<file path="config.mk">
export PLATFORM = sky130hd
export DESIGN_NAME = pack_cell_extreme_aggregator_top
export DESIGN_NICKNAME = d
export VERILOG_FILES = /design/src/pcea_pkg.sv /design/src/pcea_front.sv /design/src/pcea_queue.sv /design/src/pcea_back.sv /design/src/pack_cell_extreme_aggregator_top.sv
export SDC_FILE = /design/constraint.sdc
export NUM_CORES = 2
export LEC_CHECK = 0
export BUFFER_PORTS_ARGS = -buffer_cell sky130_fd_sc_hd__buf_2
export CAP_MARGIN = 10
export CORE_MARGIN = 5
export CORE_UTILIZATION = 47
export CTS_BUF_LIST = sky130_fd_sc_hd__clkbuf_4 sky130_fd_sc_hd__clkbuf_8 sky130_fd_sc_hd__clkbuf_16
export DETAILED_ROUTE_END_ITERATION = 10
export PLACE_DENSITY = 0.68
export SKIP_CTS_REPAIR_TIMING = 1
export SYNTH_ARGS = -nofsm -noshare
export SYNTH_HDL_FRONTEND = slang
export SYNTH_SLANG_ARGS = --single-unit
</file>
<file path="constraint.sdc">
create_clock -name clk -period 7.98 [get_ports clk]
set_input_delay 1.197 -clock clk [delete_from_list [all_inputs] [get_ports clk]]
set_output_delay 1.197 -clock clk [all_outputs]
set_load 0.02 [all_outputs]
</file>
<file path="src/pcea_pkg.sv">
// Shared types and constants for the pack cell extreme aggregator.
// Used by the front, queue, back and top level; depends on nothing.
`timescale 1ns / 1ps

package pcea_pkg;

  localparam int PACKS_DEFAULT = 18;
  localparam int QUEUE_DEPTH = 2;

  localparam logic [21:0] CODE_VOLT = 22'h18FF36;
  localparam logic [21:0] CODE_TEMP = 22'h18FF4B;

  localparam int IN_DATA_W = 96;
  localparam int OUT_DATA_W = 96;
  localparam int ID_W = 29;
  localparam int QUOT_W = 8;

  typedef enum logic [1:0] {
    OP_VOLT = 2'd0,
    OP_TEMP = 2'd1,
    OP_EVAL = 2'd2
  } op_t;

  typedef struct packed {
    op_t              op;
    logic [7:0]       pack;
    logic [7:0][7:0]  bytes;
  } cmd_t;

endpackage

</file>
<file path="src/pcea_front.sv">
// Front end: accepts input transactions, decodes pack number and message code.
// Drops frames that change nothing; depends on pcea_pkg.
`timescale 1ns / 1ps

module pcea_front #(
  parameter int PACKS = pcea_pkg::PACKS_DEFAULT
) (
  input  logic                           in_tvalid,
  output logic                           in_tready,
  input  logic [pcea_pkg::IN_DATA_W-1:0] in_tdata,
  input  logic                           in_tuser,
  input  logic                           q_full,
  output logic                           q_push,
  output pcea_pkg::cmd_t                 q_cmd
);

  logic [7:0]  pack_raw;
  logic [7:0]  pack_dec;
  logic [21:0] code;
  logic        in_range;
  logic        is_volt;
  logic        is_temp;
  logic        keep;

  always_comb begin
    pack_raw = in_tdata[7:0];
    pack_dec = (pack_raw != 8'd0) ? pack_raw - 8'd1 : 8'd0;
    code     = {1'b0, in_tdata[pcea_pkg::ID_W-1:8]};
    in_range = pack_dec < 8'(PACKS);
    is_volt  = code == pcea_pkg::CODE_VOLT;
    is_temp  = code == pcea_pkg::CODE_TEMP;
    keep     = in_tuser || (in_range && (is_volt || is_temp));

    q_cmd.pack = pack_dec;
    for (int k = 0; k < 8; k++) begin
      q_cmd.bytes[k] = in_tdata[pcea_pkg::ID_W + 8*k +: 8];
    end
    if (in_tuser) begin
      q_cmd.op = pcea_pkg::OP_EVAL;
    end else if (is_volt) begin
      q_cmd.op = pcea_pkg::OP_VOLT;
    end else begin
      q_cmd.op = pcea_pkg::OP_TEMP;
    end
  end

  assign in_tready = !q_full;
  assign q_push    = in_tvalid && in_tready && keep;

endmodule

</file>
<file path="src/pcea_queue.sv">
// Short command queue between the front end and the back end.
// Register based ring buffer of decoded commands; depends on pcea_pkg.
`timescale 1ns / 1ps

module pcea_queue (
  input  logic           clk,
  input  logic           rst_n,
  input  logic           push,
  input  pcea_pkg::cmd_t push_cmd,
  input  logic           pop,
  output logic           full,
  output logic           empty,
  output pcea_pkg::cmd_t head
);

  localparam int PTR_W = (pcea_pkg::QUEUE_DEPTH > 1) ? $clog2(pcea_pkg::QUEUE_DEPTH) : 1;
  localparam int CNT_W = $clog2(pcea_pkg::QUEUE_DEPTH + 1);

  pcea_pkg::cmd_t   mem_r [pcea_pkg::QUEUE_DEPTH];
  logic [PTR_W-1:0] wr_ptr_r, wr_ptr_nxt;
  logic [PTR_W-1:0] rd_ptr_r, rd_ptr_nxt;
  logic [CNT_W-1:0] cnt_r, cnt_nxt;
  logic             do_push;
  logic             do_pop;

  assign full    = cnt_r == CNT_W'(pcea_pkg::QUEUE_DEPTH);
  assign empty   = cnt_r == '0;
  assign head    = mem_r[rd_ptr_r];
  assign do_push = push && !full;
  assign do_pop  = pop && !empty;

  always_comb begin
    wr_ptr_nxt = wr_ptr_r;
    rd_ptr_nxt = rd_ptr_r;
    cnt_nxt    = cnt_r;
    if (do_push) begin
      wr_ptr_nxt = (wr_ptr_r == PTR_W'(pcea_pkg::QUEUE_DEPTH - 1)) ? '0 : wr_ptr_r + 1'b1;
    end
    if (do_pop) begin
      rd_ptr_nxt = (rd_ptr_r == PTR_W'(pcea_pkg::QUEUE_DEPTH - 1)) ? '0 : rd_ptr_r + 1'b1;
    end
    if (do_push && !do_pop) begin
      cnt_nxt = cnt_r + 1'b1;
    end else if (do_pop && !do_push) begin
      cnt_nxt = cnt_r - 1'b1;
    end
  end

  always_ff @(posedge clk) begin
    if (!rst_n) begin
      wr_ptr_r <= '0;
      rd_ptr_r <= '0;
      cnt_r    <= '0;
    end else begin
      wr_ptr_r <= wr_ptr_nxt;
      rd_ptr_r <= rd_ptr_nxt;
      cnt_r    <= cnt_nxt;
    end
  end

  always_ff @(posedge clk) begin
    if (do_push) begin
      mem_r[wr_ptr_r] <= push_cmd;
    end
  end

endmodule

</file>
<file path="src/pcea_back.sv">
// Back end: per-pack extreme storage, evaluation scan, trimmed average divider.
// Holds the result register for the output channel; depends on pcea_pkg.
`timescale 1ns / 1ps

module pcea_back #(
  parameter int PACKS = pcea_pkg::PACKS_DEFAULT
) (
  input  logic                            clk,
  input  logic                            rst_n,
  input  logic                            q_empty,
  input  pcea_pkg::cmd_t                  q_head,
  output logic                            q_pop,
  output logic                            out_tvalid,
  input  logic                            out_tready,
  output logic [pcea_pkg::OUT_DATA_W-1:0] out_tdata
);

  localparam int IDX_W     = $clog2(PACKS);
  localparam int SUM_W     = $clog2(PACKS * 510 + 1);
  localparam int DIVISOR   = 2 * PACKS - 2;
  localparam int REC_SHIFT = SUM_W + $clog2(DIVISOR);
  localparam int RECIP     = ((1 << REC_SHIFT) + DIVISOR - 1) / DIVISOR;
  localparam int PROD_W    = REC_SHIFT + pcea_pkg::QUOT_W;

  typedef enum logic [4:0] {
    ST_IDLE = 5'b00001,
    ST_SCAN = 5'b00010,
    ST_TRIM = 5'b00100,
    ST_DIV  = 5'b01000,
    ST_DONE = 5'b10000
  } state_t;

  state_t state_r, state_nxt;

  logic [15:0] vmax_r [PACKS];
  logic [15:0] vmin_r [PACKS];
  logic [7:0]  vmax_cell_r [PACKS];
  logic [7:0]  vmin_cell_r [PACKS];
  logic [7:0]  tmax_r [PACKS];
  logic [7:0]  tmin_r [PACKS];
  logic [7:0]  tmax_cell_r [PACKS];
  logic [7:0]  tmin_cell_r [PACKS];

  logic [IDX_W-1:0]            idx_r;
  logic [15:0]                 vhi_r, vlo_r;
  logic [7:0]                  vhi_c_r, vlo_c_r;
  logic [7:0]                  thi_r, tlo_r, thi_c_r, tlo_c_r;
  logic [SUM_W-1:0]            sum_r;
  logic [SUM_W-1:0]            rem_r;
  logic [pcea_pkg::QUOT_W-1:0] quot_r;
  logic [pcea_pkg::OUT_DATA_W-1:0] out_data_r;
  logic                        out_valid_r;

  logic [IDX_W-1:0]  wr_idx;
  logic              take_cmd;
  logic              scan_last;
  logic              out_free;
  logic [PROD_W-1:0] prod;

  assign wr_idx    = q_head.pack[IDX_W-1:0];
  assign take_cmd  = (state_r == ST_IDLE) && !q_empty;
  assign q_pop     = take_cmd;
  assign scan_last = idx_r == IDX_W'(PACKS - 1);
  assign out_free  = !out_valid_r || out_tready;
  assign prod      = PROD_W'(rem_r) * PROD_W'(RECIP);

  always_comb begin
    state_nxt = state_r;
    unique case (state_r)
      ST_IDLE: begin
        if (take_cmd && q_head.op == pcea_pkg::OP_EVAL) begin
          state_nxt = ST_SCAN;
        end
      end
      ST_SCAN: begin
        if (scan_last) begin
          state_nxt = ST_TRIM;
        end
      end
      ST_TRIM: state_nxt = ST_DIV;
      ST_DIV:  state_nxt = ST_DONE;
      ST_DONE: begin
        if (out_free) begin
          state_nxt = ST_IDLE;
        end
      end
      default: state_nxt = ST_IDLE;
    endcase
  end

  always_ff @(posedge clk) begin
    if (!rst_n) begin
      state_r     <= ST_IDLE;
      out_valid_r <= 1'b0;
    end else begin
      state_r <= state_nxt;
      if (state_r == ST_DONE && out_free) begin
        out_valid_r <= 1'b1;
      end else if (out_tready) begin
        out_valid_r <= 1'b0;
      end
    end
  end

  always_ff @(posedge clk) begin
    if (!rst_n) begin
      for (int p = 0; p < PACKS; p++) begin
        vmax_r[p]      <= '0;
        vmin_r[p]      <= '0;
        vmax_cell_r[p] <= '0;
        vmin_cell_r[p] <= '0;
        tmax_r[p]      <= '0;
        tmin_r[p]      <= '0;
        tmax_cell_r[p] <= '0;
        tmin_cell_r[p] <= '0;
      end
    end else if (take_cmd) begin
      if (q_head.op == pcea_pkg::OP_VOLT) begin
        vmax_r[wr_idx]      <= {q_head.bytes[2], q_head.bytes[3]};
        vmin_r[wr_idx]      <= {q_head.bytes[4], q_head.bytes[5]};
        vmax_cell_r[wr_idx] <= q_head.bytes[6];
        vmin_cell_r[wr_idx] <= q_head.bytes[7];
      end else if (q_head.op == pcea_pkg::OP_TEMP) begin
        tmax_r[wr_idx]      <= q_head.bytes[0];
        tmin_r[wr_idx]      <= q_head.bytes[1];
        tmax_cell_r[wr_idx] <= q_head.bytes[2];
        tmin_cell_r[wr_idx] <= q_head.bytes[3];
      end
    end
  end

  always_ff @(posedge clk) begin
    unique case (state_r)
      ST_IDLE: begin
        idx_r <= '0;
      end
      ST_SCAN: begin
        idx_r <= idx_r + 1'b1;
        if (idx_r == '0) begin
          vhi_r   <= vmax_r[idx_r];
          vhi_c_r <= vmax_cell_r[idx_r];
          vlo_r   <= vmin_r[idx_r];
          vlo_c_r <= vmin_cell_r[idx_r];
          thi_r   <= tmax_r[idx_r];
          thi_c_r <= tmax_cell_r[idx_r];
          tlo_r   <= tmin_r[idx_r];
          tlo_c_r <= tmin_cell_r[idx_r];
          sum_r   <= SUM_W'(tmax_r[idx_r]) + SUM_W'(tmin_r[idx_r]);
        end else begin
          if (vmax_r[idx_r] >= vhi_r) begin
            vhi_r   <= vmax_r[idx_r];
            vhi_c_r <= vmax_cell_r[idx_r];
          end
          if (vmin_r[idx_r] <= vlo_r) begin
            vlo_r   <= vmin_r[idx_r];
            vlo_c_r <= vmin_cell_r[idx_r];
          end
          if (tmax_r[idx_r] >= thi_r) begin
            thi_r   <= tmax_r[idx_r];
            thi_c_r <= tmax_cell_r[idx_r];
          end
          if (tmin_r[idx_r] <= tlo_r) begin
            tlo_r   <= tmin_r[idx_r];
            tlo_c_r <= tmin_cell_r[idx_r];
          end
          sum_r <= sum_r + SUM_W'(tmax_r[idx_r]) + SUM_W'(tmin_r[idx_r]);
        end
      end
      ST_TRIM: begin
        rem_r <= sum_r - SUM_W'(thi_r) - SUM_W'(tlo_r);
      end
      ST_DIV: begin
        quot_r <= prod[PROD_W-1 -: pcea_pkg::QUOT_W];
      end
      ST_DONE: begin
        if (out_free) begin
          out_data_r <= {7'd0, (vlo_r != 16'd0) && (tlo_r != 8'd0), quot_r,
                         tlo_c_r, tlo_r, thi_c_r, thi_r,
                         vlo_c_r, vlo_r, vhi_c_r, vhi_r};
        end
      end
      default: begin
        idx_r <= '0;
      end
    endcase
  end

  assign out_tvalid = out_valid_r;
  assign out_tdata  = out_data_r;

endmodule

</file>
<file path="src/pack_cell_extreme_aggregator_top.sv">
// Top level of the pack cell extreme aggregator.
// Instantiates pcea_front, pcea_queue and pcea_back; depends on pcea_pkg.
//
//   Channel  Direction  Handshake            Payload
//   in_      slave      in_tvalid/tready     in_tdata 96 bits, in_tuser = kind
//   out_     master     out_tvalid/tready    out_tdata 96 bits, one per evaluate
//
// A frame transaction updates its pack entry in the back end as it leaves the queue.
// An evaluate transaction is taken from the queue, then passes a scan over the entry
// registers pack by pack, a trim, a reciprocal multiply and a load of the result
// register, which waits while the output register holds a result not yet taken.
// Reset clears all pack entries to zero at once.
// A two entry command queue lets inputs be taken while the back end is busy,
// and the output register holds a result while out_tready is low.
`timescale 1ns / 1ps

module pack_cell_extreme_aggregator_top #(
  parameter int PACKS = pcea_pkg::PACKS_DEFAULT
) (
  input  logic                            clk,
  input  logic                            rst_n,
  input  logic                            in_tvalid,
  output logic                            in_tready,
  // frame_id, data_byte0 .. data_byte7, zero pad
  input  logic [pcea_pkg::IN_DATA_W-1:0]  in_tdata,
  // kind
  input  logic                            in_tuser,
  output logic                            out_tvalid,
  input  logic                            out_tready,
  // high_voltage, high_voltage_cell, low_voltage, low_voltage_cell, high_temp,
  // high_temp_cell, low_temp, low_temp_cell, avg_temp, ready_res, zero pad
  output logic [pcea_pkg::OUT_DATA_W-1:0] out_tdata
);

  pcea_pkg::cmd_t push_cmd;
  pcea_pkg::cmd_t head;
  logic           push;
  logic           pop;
  logic           full;
  logic           empty;

  pcea_front #(
    .PACKS(PACKS)
  ) u_front (
    .in_tvalid(in_tvalid),
    .in_tready(in_tready),
    .in_tdata (in_tdata),
    .in_tuser (in_tuser),
    .q_full   (full),
    .q_push   (push),
    .q_cmd    (push_cmd)
  );

  pcea_queue u_queue (
    .clk     (clk),
    .rst_n   (rst_n),
    .push    (push),
    .push_cmd(push_cmd),
    .pop     (pop),
    .full    (full),
    .empty   (empty),
    .head    (head)
  );

  pcea_back #(
    .PACKS(PACKS)
  ) u_back (
    .clk       (clk),
    .rst_n     (rst_n),
    .q_empty   (empty),
    .q_head    (head),
    .q_pop     (pop),
    .out_tvalid(out_tvalid),
    .out_tready(out_tready),
    .out_tdata (out_tdata)
  );

endmodule

</file>
==> impl_metrics.env <==
export IMPL_dpl_cell_count=10285
export IMPL_period_share=0.733
export IMPL_regArea_sq_mm=0.0878
export IMPL_antenna_found_initial=16
export IMPL_htree_num_levels=5
export IMPL_drive_gt1_frac=0.257
export IMPL_yosysTopAreaCellShare=0.712
export IMPL_finalClockSkew_ns=0.0842
export IMPL_die_h_um=521
export IMPL_p_seq_frac=0.515
export IMPL_vias=66801
export IMPL_p_leak_nw=47.6
export IMPL_synth_distinct_cells=72
export IMPL_syn_area_sq_mm=0.123
export IMPL_status="finished, final reports clean"
export IMPL_wire_per_inst_um=31.4
export IMPL_routed_via_density=6.18
export IMPL_worst_slew_pin_slew_ns=1.22
export IMPL_fill_cells=19990
export IMPL_crit_chain="buf_4 -> buf_12 -> mux4_2 -> mux4_2 -> mux2i_1 -> fa_1 -> inv_1 -> ha_1 -> inv_1 -> fa_1 -> nor2b_1 -> o21ai_0 -> a21boi_0 -> o21ai_0 -> a211oi_1 -> xnor2_1 -> nor2_1"
export IMPL_multi_input_area_sq_mm=0.0328
export IMPL_cts_sink_count=2928
export IMPL_synth_flop_cell="edfxtp_1"
export IMPL_die_area_sq_mm=0.272
export IMPL_start_util=0.473
export IMPL_wl_met1_mm=123
export IMPL_maxCapViolations=0
export IMPL_required_ns=8.63
export IMPL_reg2regPathDepth=17
export IMPL_finalNetCount=7452
export IMPL_dieWidth_um=521
export IMPL_hold_path_end="u_back.out_tdata[87]$_DFFE_PP_"
export IMPL_place_area_sq_mm=0.129
export IMPL_synthTopCellsByCount="edfxtp_1, nor2_1, mux4_2"
export IMPL_path_max_fanout=36
export IMPL_clockBufferDepth=4
export IMPL_fin_tns_setup_ns=0
export IMPL_totalWireLength_mm=340
export IMPL_clkPwrFrac=0.409
export IMPL_overflow=0
export IMPL_insertion_delay_ns=0.96
export IMPL_area_growth_synth_to_final_pct=12.7
export IMPL_drt_iter0_drc=9376
export IMPL_holdCritStartpoint="u_back.quot_r[7]$_DFFE_PP_"
export IMPL_pwr_share_comb=0.076
export IMPL_r2r_end="u_back.sum_r[13]$_SDFFCE_PP0P_"
export IMPL_fmax_ghz=0.171
export IMPL_synth_edf_count=2912
export IMPL_synth_largest_area_cell="edfxtp_1"
export IMPL_final_area_sq_mm=0.138
export IMPL_crit_path_start_kind="register"
export IMPL_switchingPower_mw=7.88
export IMPL_floorplan_core_area_sq_mm=0.260
export IMPL_cts_made_buffers=309
export IMPL_grt_pass1_wl_mm=484
export IMPL_setup_ws_ns=2.13
export IMPL_rows=187
export IMPL_clk_pin_slew_ns=0.06
export IMPL_portBuffers=188
export IMPL_highest_layer="met5"
export IMPL_dp_worst_setup_slack_ns=2.06
export IMPL_wl_met3_mm=40.1
export IMPL_final_max_slew_viol_count=0
export IMPL_dr_pass1_iters=8
export IMPL_fin_util=0.533
export IMPL_grt_pass1_vias=67298
export IMPL_cts_tree="yes"
export IMPL_power_density_mw_per_mm2=247
export IMPL_ys_ff_latch=2928
export IMPL_rsz0062_at_grt="no"
export IMPL_synth_most_common_cell="edfxtp_1"
export IMPL_power_internal_mw=26.2
export IMPL_cp_end_kind="register"
export IMPL_hold_depth=0
export IMPL_ant_nets=0
export IMPL_syn_inst=6854
export IMPL_switching_share=0.231
export IMPL_grt_usage=0.248
export IMPL_holdWs_ns=0.412
export IMPL_ys_seq_area_frac=0.714
export IMPL_p_total_mw=34.1
export IMPL_drc_errors=0
export IMPL_wl_met2_mm=161
export IMPL_rrSetupSlack_ns=2.13
export IMPL_cts_root_buf="clkbuf_16"
export IMPL_yosys_top_cells_area="edfxtp_1, mux4_2, nor2_1, ha_1, fa_1"
export IMPL_gp_congestion=0.809
export IMPL_syn_avg_cell_area_sq_um=17.9
export IMPL_grt_max_degree=135
export IMPL_cpPeakStageDelay_ns=0.90
export IMPL_hp_class="register to register"
export IMPL_synth_warnings=0
export IMPL_crit_type="register to register"
export IMPL_final_min_clock_period_ns=5.85
export IMPL_dp_hpwl_mm=182
export IMPL_synthArstFlopShare=0
export IMPL_ir_worst_vdd_uv=179
export IMPL_io_pin_count=199
export IMPL_critPathSlowestCell="dfxtp_4"
export IMPL_finalSetupViolations=0
export IMPL_fin_cells=10816
export IMPL_cp_arrival_ns=6.50
export IMPL_finalHoldViolations=0
export IMPL_slew_headroom=0.188
==> critical path: cells and delay by family (launching register included) <==
| kind | cells | cell delay (ns) |
|---|---|---|
| XOR/XNOR | 1 | 0.16 |
| AO/OA/AOI/OAI | 4 | 0.97 |
| multiplexers | 3 | 1.75 |
| AND/OR/NAND/NOR | 2 | 0.11 |
| buffers and inverters | 4 | 0.89 |
| flip-flops | 1 | 0.90 |
| adder cells (fa/ha/maj) | 3 | 0.73 |
==> cell usage in the layout, fill, tap and decap left out, types with 30 or more instances in the layout <==
master     Yosys  routed
buf_2        142     187
xnor2_1       32      32
clkbuf_4       0      47
fa_1          72      72
mux2i_1       76      59
mux4_2       800     800
clkbuf_16      0     314
clkinv_2       0      52
mux2_2        77      77
inv_1        283     283
edfxtp_1    2912    2912
ha_1         179     179
nand2_1       95      51
a21oi_1       48      44
nor2_1      1435    1406
clkinv_1       0      62
buf_4          8     191
or3_1         85      85
o21ai_0       39      39
nor2_4         1      30
==> state kept, by name, summed over array words and instances (netlist names), 2 cells and up, named ones only <==
signal,cells
u_back.idx_r,5
u_back.out_tdata,89
u_back.quot_r,8
u_back.rem_r,14
u_back.state_r,5
u_back.sum_r,14
u_back.thi_c_r,8
u_back.thi_r,8
u_back.tlo_c_r,8
u_back.tlo_r,8
u_back.tmax_cell_r,256
u_back.tmax_r,256
u_back.tmin_cell_r,256
u_back.tmin_r,256
u_back.vhi_c_r,8
u_back.vhi_r,16
u_back.vlo_c_r,8
u_back.vlo_r,16
u_back.vmax_cell_r,256
u_back.vmax_r,512
u_back.vmin_cell_r,256
u_back.vmin_r,512
u_queue.cnt_r,2
u_queue.mem_r,142
==> routing by layer <==
layer | GRT usage | vias to the layer above
met1 | 0.332 | 34724
li1 | - | 26803
met4 | 0.0979 | 16
met2 | 0.393 | 4408
met5 | 0 | -
met3 | 0.0652 | 850
==> worst max path at each step <==
| stage | end | slack (ns) | cells after the start | start |
|---|---|---|---|---|
| 5_1_grt | u_back.sum_r[7]$_DFFE_PP_ | 1.65 | 17 | register |
| 2_1_floorplan | u_queue.mem_r[0][0]$_DFFE_PP_ | 1.46 | 6 | in_tdata[2] |
| 3_3_place_gp | u_back.sum_r[13]$_SDFFCE_PP0P_ | 2.03 | 17 | register |
| 3_5_place_dp | u_back.sum_r[11]$_SDFFCE_PP0P_ | 2.06 | 17 | register |
| 6_report | u_back.sum_r[13]$_SDFFCE_PP0P_ | 2.13 | 17 | register |
| 4_1_cts | u_back.sum_r[11]$_SDFFCE_PP0P_ | 2.06 | 17 | register |
==> cell type report <==
cell class	instances	share of cell area
Tap cell	3496	0.0316
Sequential cell	2928	0.634
Antenna cell	7	0.000127
Multi-Input combinational cell	3185	0.237
Inverter	283	0.00767
Clock inverter	163	0.0106
Timing Repair Buffer	393	0.0193
Clock buffer	361	0.0593
==> power groups by stage <==
| stage | Sequential (mW) | Clock [mW] | Combinational [mW] |
|---|---|---|---|
| finish | 17.6 | 13.9 | 2.61 |
| floorplan | 17.8 | 0 | 1.43 |
| detailed placement | 17.9 | 0 | 2.57 |
| global route | 17.6 | 14.8 | 2.71 |
| global placement | 17.9 | 0 | 2.52 |
| CTS | 17.6 | 14.1 | 2.58 |
==> cells by family after synthesis <==
group / count (synthesis) / synth area share
xor gates and xnor gates: 45 / 0.00321
AOI/OAI and AO/OA: 173 / 0.00924
and+or+nand+nor: 1756 / 0.0585
adders and majority gates: 251 / 0.0300
muxes: 953 / 0.160
DFF: 2928 / 0.714
other: 1 / 0.0000305
buffers and inverters: 747 / 0.0249
Note: power is estimated with default switching activity, not from simulation.
